==> config.mk <==
export PLATFORM = sky130hd
export DESIGN_NAME = mlp_front
export DESIGN_NICKNAME = d
export VERILOG_FILES = /design/src/mlp_inference_engine_assert.svh /design/src/mlp_pkg.sv /design/src/mlp_front.sv
export SDC_FILE = /design/constraint.sdc
export NUM_CORES = 1
export LEC_CHECK = 0
export ABC_AREA = 0
export BUFFER_PORTS_ARGS = -buffer_cell sky130_fd_sc_hd__buf_4
export CORE_MARGIN = 2
export CORE_UTILIZATION = 45
export CTS_CLUSTER_SIZE = 16
export DETAILED_ROUTE_END_ITERATION = 16
export GPL_TIMING_DRIVEN = 0
export HOLD_SLACK_MARGIN = 0.12
export PLACE_DENSITY = 0.79
export SLEW_MARGIN = 20
export SYNTH_ARGS = -nofsm -noshare
export SYNTH_HDL_FRONTEND = slang
export SYNTH_SLANG_ARGS = --single-unit
export TNS_END_PERCENT = 10
==> constraint.sdc <==
create_clock -name aclk -period 3.5 [get_ports aclk]
set_input_delay 0.7 -clock aclk [delete_from_list [all_inputs] [get_ports aclk]]
set_output_delay 0.7 -clock aclk [all_outputs]
set_load 0.01 [all_outputs]
==> src/mlp_inference_engine_assert.svh <==
// Assertion macros for the inference engine. Synthesis sees empty bodies.
`ifndef MLP_INFERENCE_ENGINE_ASSERT_SVH
`define MLP_INFERENCE_ENGINE_ASSERT_SVH
`ifndef SYNTHESIS
`define MLP_ASSERT_IMP(lbl, clk, rstn, ante, cons) \
    lbl: assert property (@(posedge clk) disable iff (!rstn) (ante) |-> (cons)) \
        else $error("mlp_inference_engine: same-cycle check failed");
`define MLP_ASSERT_NXT(lbl, clk, rstn, ante, cons) \
    lbl: assert property (@(posedge clk) disable iff (!rstn) (ante) |=> (cons)) \
        else $error("mlp_inference_engine: next-cycle check failed");
`else
`define MLP_ASSERT_IMP(lbl, clk, rstn, ante, cons)
`define MLP_ASSERT_NXT(lbl, clk, rstn, ante, cons)
`endif
`endif

==> src/mlp_pkg.sv <==
package mlp_pkg;

    localparam int DATA_W     = 16;
    localparam int IDX_W      = 6;
    localparam int LAYER_W    = 2;
    localparam int CFG_W      = 7;
    localparam int MAX_WIDTH  = 64;
    localparam int MAX_LAYERS = 4;

    // Request codes on the input channel.
    localparam logic [1:0] REQ_WEIGHT = 2'd0;
    localparam logic [1:0] REQ_BIAS   = 2'd1;
    localparam logic [1:0] REQ_SAMPLE = 2'd2;

    // Configuration register indexes.
    localparam logic [2:0] CFG_LAYER_COUNT = 3'd0;
    localparam logic [2:0] CFG_WIDTH_IN    = 3'd1;
    localparam logic [2:0] CFG_WIDTH_L4    = 3'd5;
    localparam logic [2:0] CFG_ACT_MODES   = 3'd6;

    // Activation codes.
    localparam logic [1:0] ACT_RELU    = 2'd1;
    localparam logic [1:0] ACT_SIGMOID = 2'd2;

    typedef enum logic [1:0] {
        KIND_WEIGHT = 2'd0,
        KIND_BIAS   = 2'd1,
        KIND_SAMPLE = 2'd2
    } mlp_kind_t;

    // One queued transaction from the front to the back.
    typedef struct packed {
        mlp_kind_t                  kind;
        logic [LAYER_W-1:0]         layer;
        logic [IDX_W-1:0]           row;
        logic [IDX_W-1:0]           col;
        logic signed [DATA_W-1:0]   data;
        logic                       last;
    } mlp_item_t;

    // Configuration as seen by the compute engine.
    typedef struct packed {
        logic [2:0]             layer_count;
        logic [4:0][CFG_W-1:0]  widths;
        logic [7:0]             act_modes;
    } mlp_cfg_t;

    // Width register to count minus one, with out-of-range values clamped.
    function automatic logic [IDX_W-1:0] clamp_m1(input logic [CFG_W-1:0] w);
        if (w == '0) begin
            return '0;
        end else if (w > CFG_W'(MAX_WIDTH)) begin
            return IDX_W'(MAX_WIDTH - 1);
        end else begin
            return IDX_W'(w - CFG_W'(1));
        end
    endfunction

    // Layer count register to count minus one, clamped to 1..4.
    function automatic logic [LAYER_W-1:0] layers_m1(input logic [2:0] lc);
        if (lc <= 3'd1) begin
            return '0;
        end else if (lc >= 3'(MAX_LAYERS)) begin
            return LAYER_W'(MAX_LAYERS - 1);
        end else begin
            return LAYER_W'(lc - 3'd1);
        end
    endfunction

    // Saturating 32-bit accumulate.
    function automatic logic signed [31:0] sat_add32(input logic signed [31:0] a,
                                                     input logic signed [31:0] b);
        logic signed [32:0] s;
        s = {a[31], a} + {b[31], b};
        if (s[32] != s[31]) begin
            return s[32] ? 32'sh8000_0000 : 32'sh7fff_ffff;
        end
        return s[31:0];
    endfunction

    // Round Q15.16 to Q7.8 (add half, floor) and saturate to 16 bits.
    function automatic logic signed [DATA_W-1:0] to_q8(input logic signed [31:0] acc);
        logic signed [32:0] q;
        logic signed [24:0] r;
        q = {acc[31], acc} + 33'sd128;
        r = q[32:8];
        if (r > 25'sd32767) begin
            return 16'sh7fff;
        end else if (r < -25'sd32768) begin
            return 16'sh8000;
        end
        return r[15:0];
    endfunction

    // Upper half of the sigmoid table: 256 * sigmoid(j / 16), rounded.
    function automatic logic [8:0] sig_upper(input logic [7:0] j);
        logic [8:0] t;
        unique case (j)
            8'd0:  t = 9'd128;
            8'd1:  t = 9'd132;
            8'd2:  t = 9'd136;
            8'd3:  t = 9'd140;
            8'd4:  t = 9'd144;
            8'd5:  t = 9'd148;
            8'd6:  t = 9'd152;
            8'd7:  t = 9'd156;
            8'd8:  t = 9'd159;
            8'd9:  t = 9'd163;
            8'd10: t = 9'd167;
            8'd11: t = 9'd170;
            8'd12: t = 9'd174;
            8'd13: t = 9'd177;
            8'd14: t = 9'd181;
            8'd15: t = 9'd184;
            8'd16: t = 9'd187;
            8'd17: t = 9'd190;
            8'd18: t = 9'd193;
            8'd19: t = 9'd196;
            8'd20: t = 9'd199;
            8'd21: t = 9'd202;
            8'd22: t = 9'd204;
            8'd23: t = 9'd207;
            8'd24: t = 9'd209;
            8'd25: t = 9'd212;
            8'd26: t = 9'd214;
            8'd27: t = 9'd216;
            8'd28: t = 9'd218;
            8'd29: t = 9'd220;
            8'd30: t = 9'd222;
            8'd31: t = 9'd224;
            8'd32: t = 9'd225;
            8'd33: t = 9'd227;
            8'd34: t = 9'd229;
            8'd35: t = 9'd230;
            8'd36: t = 9'd232;
            8'd37: t = 9'd233;
            8'd38: t = 9'd234;
            8'd39: t = 9'd235;
            8'd40: t = 9'd237;
            8'd41: t = 9'd238;
            8'd42: t = 9'd239;
            8'd43: t = 9'd240;
            8'd44, 8'd45: t = 9'd241;
            8'd46: t = 9'd242;
            8'd47: t = 9'd243;
            8'd48: t = 9'd244;
            8'd49, 8'd50: t = 9'd245;
            8'd51, 8'd52: t = 9'd246;
            8'd53: t = 9'd247;
            8'd54, 8'd55, 8'd56: t = 9'd248;
            8'd57, 8'd58: t = 9'd249;
            8'd59, 8'd60, 8'd61: t = 9'd250;
            8'd62, 8'd63, 8'd64: t = 9'd251;
            8'd65, 8'd66, 8'd67, 8'd68: t = 9'd252;
            8'd69, 8'd70, 8'd71, 8'd72, 8'd73: t = 9'd253;
            8'd74, 8'd75, 8'd76, 8'd77, 8'd78,
            8'd79, 8'd80, 8'd81, 8'd82: t = 9'd254;
            8'd83, 8'd84, 8'd85, 8'd86, 8'd87, 8'd88,
            8'd89, 8'd90, 8'd91, 8'd92, 8'd93, 8'd94,
            8'd95, 8'd96, 8'd97, 8'd98, 8'd99: t = 9'd255;
            default: t = 9'd256;
        endcase
        return t;
    endfunction

    // Apply the activation selected by mode to a Q7.8 value.
    function automatic logic signed [DATA_W-1:0] activate(input logic signed [DATA_W-1:0] v,
                                                          input logic [1:0] mode);
        logic [15:0] t;
        logic [7:0]  idx;
        logic [8:0]  s;
        t   = 16'(v + 16'sd2048);
        idx = t[11:4];
        if (idx[7]) begin
            s = sig_upper({1'b0, idx[6:0]});
        end else begin
            s = 9'd256 - sig_upper(8'd128 - idx);
        end
        if (mode == ACT_RELU) begin
            return v[DATA_W-1] ? '0 : v;
        end else if (mode == ACT_SIGMOID) begin
            if (v < -16'sd2048) begin
                return '0;
            end else if (v >= 16'sd2048) begin
                return 16'sd256;
            end
            return {7'd0, s};
        end
        return v;
    endfunction

endpackage

==> src/mlp_front.sv <==
module mlp_front (
    input  logic                                aclk,
    input  logic                                aresetn,
    input  logic                                s_valid,
    output logic                                s_ready,
    input  logic [1:0]                          s_req_type,
    input  logic [mlp_pkg::LAYER_W-1:0]         s_layer_sel,
    input  logic [mlp_pkg::IDX_W-1:0]           s_row_index,
    input  logic [mlp_pkg::IDX_W-1:0]           s_col_index,
    input  logic signed [mlp_pkg::DATA_W-1:0]   s_data_value,
    input  logic                                s_last_sample,
    output logic                                q_valid,
    input  logic                                q_ready,
    output mlp_pkg::mlp_item_t                  q_item
);
    import mlp_pkg::*;

    mlp_item_t  fifo_reg [2];
    logic       wr_ptr_reg;
    logic       rd_ptr_reg;
    logic [1:0] count_reg;
    logic       push;
    logic       pop;
    mlp_item_t  item_in;
    logic       item_ok;

    // Classify the incoming transaction; unknown request codes are dropped.
    always_comb begin
        item_ok       = 1'b1;
        item_in.kind  = KIND_WEIGHT;
        unique case (s_req_type)
            REQ_WEIGHT: item_in.kind = KIND_WEIGHT;
            REQ_BIAS:   item_in.kind = KIND_BIAS;
            REQ_SAMPLE: item_in.kind = KIND_SAMPLE;
            default:    item_ok      = 1'b0;
        endcase
        item_in.layer = s_layer_sel;
        item_in.row   = s_row_index;
        item_in.col   = s_col_index;
        item_in.data  = s_data_value;
        item_in.last  = s_last_sample;
    end

    assign s_ready = (count_reg != 2'd2);
    assign push    = s_valid && s_ready && item_ok;
    assign q_valid = (count_reg != 2'd0);
    assign pop     = q_valid && q_ready;
    assign q_item  = fifo_reg[rd_ptr_reg];

    // Two-entry queue storage.
    always_ff @(posedge aclk) begin
        if (push) begin
            fifo_reg[wr_ptr_reg] <= item_in;
        end
    end

    // Queue pointers and fill count.
    always_ff @(posedge aclk) begin
        if (!aresetn) begin
            wr_ptr_reg <= 1'b0;
            rd_ptr_reg <= 1'b0;
            count_reg  <= 2'd0;
        end else begin
            if (push) begin
                wr_ptr_reg <= ~wr_ptr_reg;
            end
            if (pop) begin
                rd_ptr_reg <= ~rd_ptr_reg;
            end
            count_reg <= count_reg + {1'b0, push} - {1'b0, pop};
        end
    end

endmodule

; Word level (Yosys, flattened, before mapping)
; Memories as Yosys holds them, arrays and structs flattened. A register that Yosys moved wholly into a read port is not among the register bits.
; Index checks and enable logic that the tools add are counted.
[classes]
mux = 6
n_bitwise = 2
n_reduce_logical = 6
n_addsub = 2
eq_ne = 3
[ops]
columns = operator, n
row1 = $mux W1, 5
row2 = $pmux W2 S2, 1
row3 = $logic_and A1 B1 Y1, 3
row4 = $reduce_or A3 Y1, 1
row5 = $add A2 B1 Y2, 1
row6 = $eq A2 B1 Y1 const B, 1
row7 = $eq A2 B2 Y1 const B, 1
row8 = $logic_not A2 Y1, 1
row9 = $ne A2 B2 Y1 const B, 1
row10 = $not A1 Y1, 2
row11 = $reduce_bool A2 Y1, 1
row12 = $sub A2 B1 Y2, 1
[word_totals]
in_bits = 37
mem_bits_rw = 66
wordCells = 23
reg_bits = 4
memories = 1
[memory_table]
columns = name, depth, word_bits, read_ports, rd_clocked_by_memory_dff, write_ports, line_no
row1 = fifo_reg, 2, 33, 1, 1, 1, mlp_front.sv:18  ; mlp_item_t fifo_reg [2];

; Logic depth before layout (Yosys ltp)
[depth]
depth_word = 6
ltp_mapped = 7

; Least setup slack after synthesis
; Ideal clock, no wire load.
[synth_timing]
path_kind = input to register
from = input s_valid
to = memory fifo_reg[0][0] (netlist bit) (enable)
arrival_time_ns = 2.421
slack_ns = 0.656
cell_stages = 3
path_buffers = 0
path_cell_list = a21boi_2 > nand2_1 > nor2_1
[synth_between]
elab_chain_len = 4
[synth_rtl]
columns = element, line_no
row1 = "start, declared", mlp_front.sv:4  ; input logic s_valid,
row2 = $logic_and A1 B1 Y1 (2 in a row), mlp_front.sv:45  ; assign push = s_valid && s_ready && item_ok;
row3 = $mux W1, mlp_front.sv:52  ; if (push) begin
row4 = $mux W1 (not written as such), mlp_front.sv:53  ; fifo_reg[wr_ptr_reg] <= item_in;
row5 = "end, declared", mlp_front.sv:18
; No other way between the ends.

==> results.md <==
* Top delay family on crit path: buffers and inverters
* Later-pin clock latency in the skew report at 330 ps
* Remaining antenna violation count at 0
* Switching Fraction at 23.4%
* Synth Area in Simple Gates at 4.04%
* Reg-to-reg slack, setup at 1750 ps
* Clock Tree Root: clkbuf_8
* Core box area at 5820 um2
* Largest net degree at the start of global routing at 18
* Final Max Slew Viols at 0
* EDFF count, synth at 66
* Min Tclk post-route at 2210 ps
* Worst reg2reg path endpoint: fifo_reg[0][27]
* Layout area overhead at 34.8%
* Avg Inst Size Synth at 19.6 um2
* Flop pwr share at 45.8%
* Final GP Congestion at 0.691
* Die Y at 80.9 um
* Nets at 258
* Clock-pin slew on the worst setup and hold paths at 70 ps
* Post-Synth Adder-Cell Area at 0.470%
* R2R Path Start: count_reg[0]
* Total GRT Usage at 13.8%
* Hold/Removal Path Class: in2reg
* Post-synthesis async set-or-reset flop share at 0%
* Placed cell area at 3350 um2
* Switching power at 535 uW
* Setup WS post-layout at 1290 ps
* Max reg flops at 66
* Clock skew at 4.16 ps
* Die ar. at 6550 um2
* CTS tree: yes
* DR WL/cell at 14.4 um
* CP bufs+invs at 3
* Netlist Area Pre-Place at 2660 um2
* Die Wd at 80.9 um
* Crit path depth at 4
* Final Hold Fails at 0
* Relative slew slack at 61.4%
* Power density over the cells at 637 nW/um2
* DR iter-0 viols at 56
* Dpl ws at 1230 ps
* Clk buf depth at 2
* CP most frequent cell: buf_4
* Worst Reg-to-Reg Cells at 4
* Crit path required time at 2800 ps
* Largest family of logic cells by synthesized area: multiplexers
* Number of inserted diodes at 0
* Status: complete, no violations
* Drt drc at 0
* Critical path arrival at 1510 ps
* Critical path endpoint category: output port
* CP peak stage delay at 350 ps
* Vias in the first global route at 1451
* Drt first pass iters at 4
* Slowest cell on the critical path: mux2_1
* Most frequent cells in the layout: buf_4 (74), edfxtp_1 (66), mux2_1 (33)
* Peak supply drop at 382 uV
* Via-to-Cell Ratio at 4.80
* Core Rows at 28
* Period utilisation layout at 63.1%
* Cell-internal power at 1750 uW
* Comb pwr share at 21.4%
* Layout cells sized above 1 at 42.2%
* Crit start category: flip-flop
* TritonCTS Buffers at 9
* Vias at 1439
* CP Capture Point: q_item[24]
* Initial Utilization at 45.8%
* Crit path cell chain: buf_2, buf_4, mux2_1, buf_4
* H-tree lvl count at 3
* Clock Sinks at 71
* Multiplexer share of the synthesized area at 14.3%
* Maximum clock frequency at 0.453 GHz
* Compound-Gate Fraction of Synth Area at 1.27%
* RSZ-0062 raised after global routing: no
* Most common cell after layout, fill and taps aside: buf_4
* Leak Pwr at 0.00136 uW
* Syn Inst Count at 136
* Sequential fraction of the synthesis area at 78.2%
* Dpl hpwl at 3000 um
* Final cell area excluding filler cells at 3590 um2
* Worst-margin pin slew at 578 ps
* Synth cell types at 22
* Post-Synth XOR/XNOR Area at 0.658%
* Final setup fails at 0
* Total Routed Length at 4320 um
* Global route total overflow at 0
* Antenna violations before repair at 0
* Post-CTS setup repair buffer count at 0
* Max cap viols at 0
* Clock share of power at 32.8%
* Ys Warns at 0
* Ys flop type: edfxtp_1
* CP Class: reg2out
* Post-CTS sizing at 0
* IO Pins at 72
* Syn nets at 174
* CTS hold repair buffers at 0
* First-pass GRT wire length at 6480 um
* Flops & latches, synth at 71
* Port bufs at 71
* Crit-path max FO at 10
## worst min-delay path by stage
stage	start	to	slack, ps	cells past startpoint
global route	s_row_index[0]	fifo_reg[0][23]	530	1
finish	s_layer_sel[1]	fifo_reg[1][30]	550	1
CTS	s_layer_sel[1]	fifo_reg[1][30]	530	1
global placement	rd_ptr_reg	rd_ptr_reg	570	2
detailed placement	rd_ptr_reg	flip-flop	580	2
floorplan	rd_ptr_reg	flip-flop	550	2
## synthesized netlist by cell type, types with 2 or more instances
master | number | area (um2)
mux2_1 | 33 | 372
xnor2_1 | 2 | 17.5
dfxtp_1 | 5 | 100
nor2b_1 | 2 | 12.5
a21oi_1 | 2 | 10.0
nand2_1 | 4 | 15.0
buf_4 | 3 | 22.5
nand2b_1 | 2 | 12.5
and2_1 | 4 | 25.0
nor2_1 | 2 | 7.51
edfxtp_1 | 66 | 1980
## per-stage QoR
step                      hold WS, ps  setup TNS, ps  util (%)  power (uW)  cells
after floorplan                   552              0         -        1320    136
after global placement            567          -8960      56.6        1540    282
after detailed placement          578              0      57.7        1570    284
after CTS                         529              0      61.7        2320    300
after global routing              526              0      61.7        2400    300
final                             547              0      61.7        2290    300
## worst reg2reg max path, delay by kind of cell, from the launching register on
kind / cells / cell delay (ps)
buffers and inverters: 1 / 230
flip-flops: 1 / 430
AND/OR/NAND/NOR: 3 / 790
## power by group through the flow
stage	clock [uW]	combinational (uW)	sequential, uW
5_1_grt	808	532	1060
2_1_floorplan	0	258	1060
3_3_place_gp	0	471	1070
3_5_place_dp	0	500	1070
4_1_cts	768	502	1050
6_report	749	489	1050
## kinds of logic after synthesis
family	Yosys count
buffers and inverters	4
DFF	71
muxes	34
AOI/OAI and AO/OA	5
adders and majority gates	1
and+or+nand+nor	19
xor gates and xnor gates	2
## area by class of cell
type                    instances  area [um2]
fillers                       454        2230
flip-flops and latches         71        2080
repair buffers                 73         588
multi-input cells              61         562
clock buffers                   9         124
clock inverters                 7         111
well taps                      75        93.8
plain buffers                   4        27.5
## per-layer routing
layer | vias to the layer above | GRT usage, % | share of wire, %
met5 | - | 0 | 0
met4 | 0 | 6.10 | 1.1
met1 | 691 | 14.2 | 40
met3 | 6 | 5.33 | 6.8
met2 | 52 | 24.6 | 52
li1 | 690 | - | -
No activity file was read; power rests on OpenSTA's default activity.
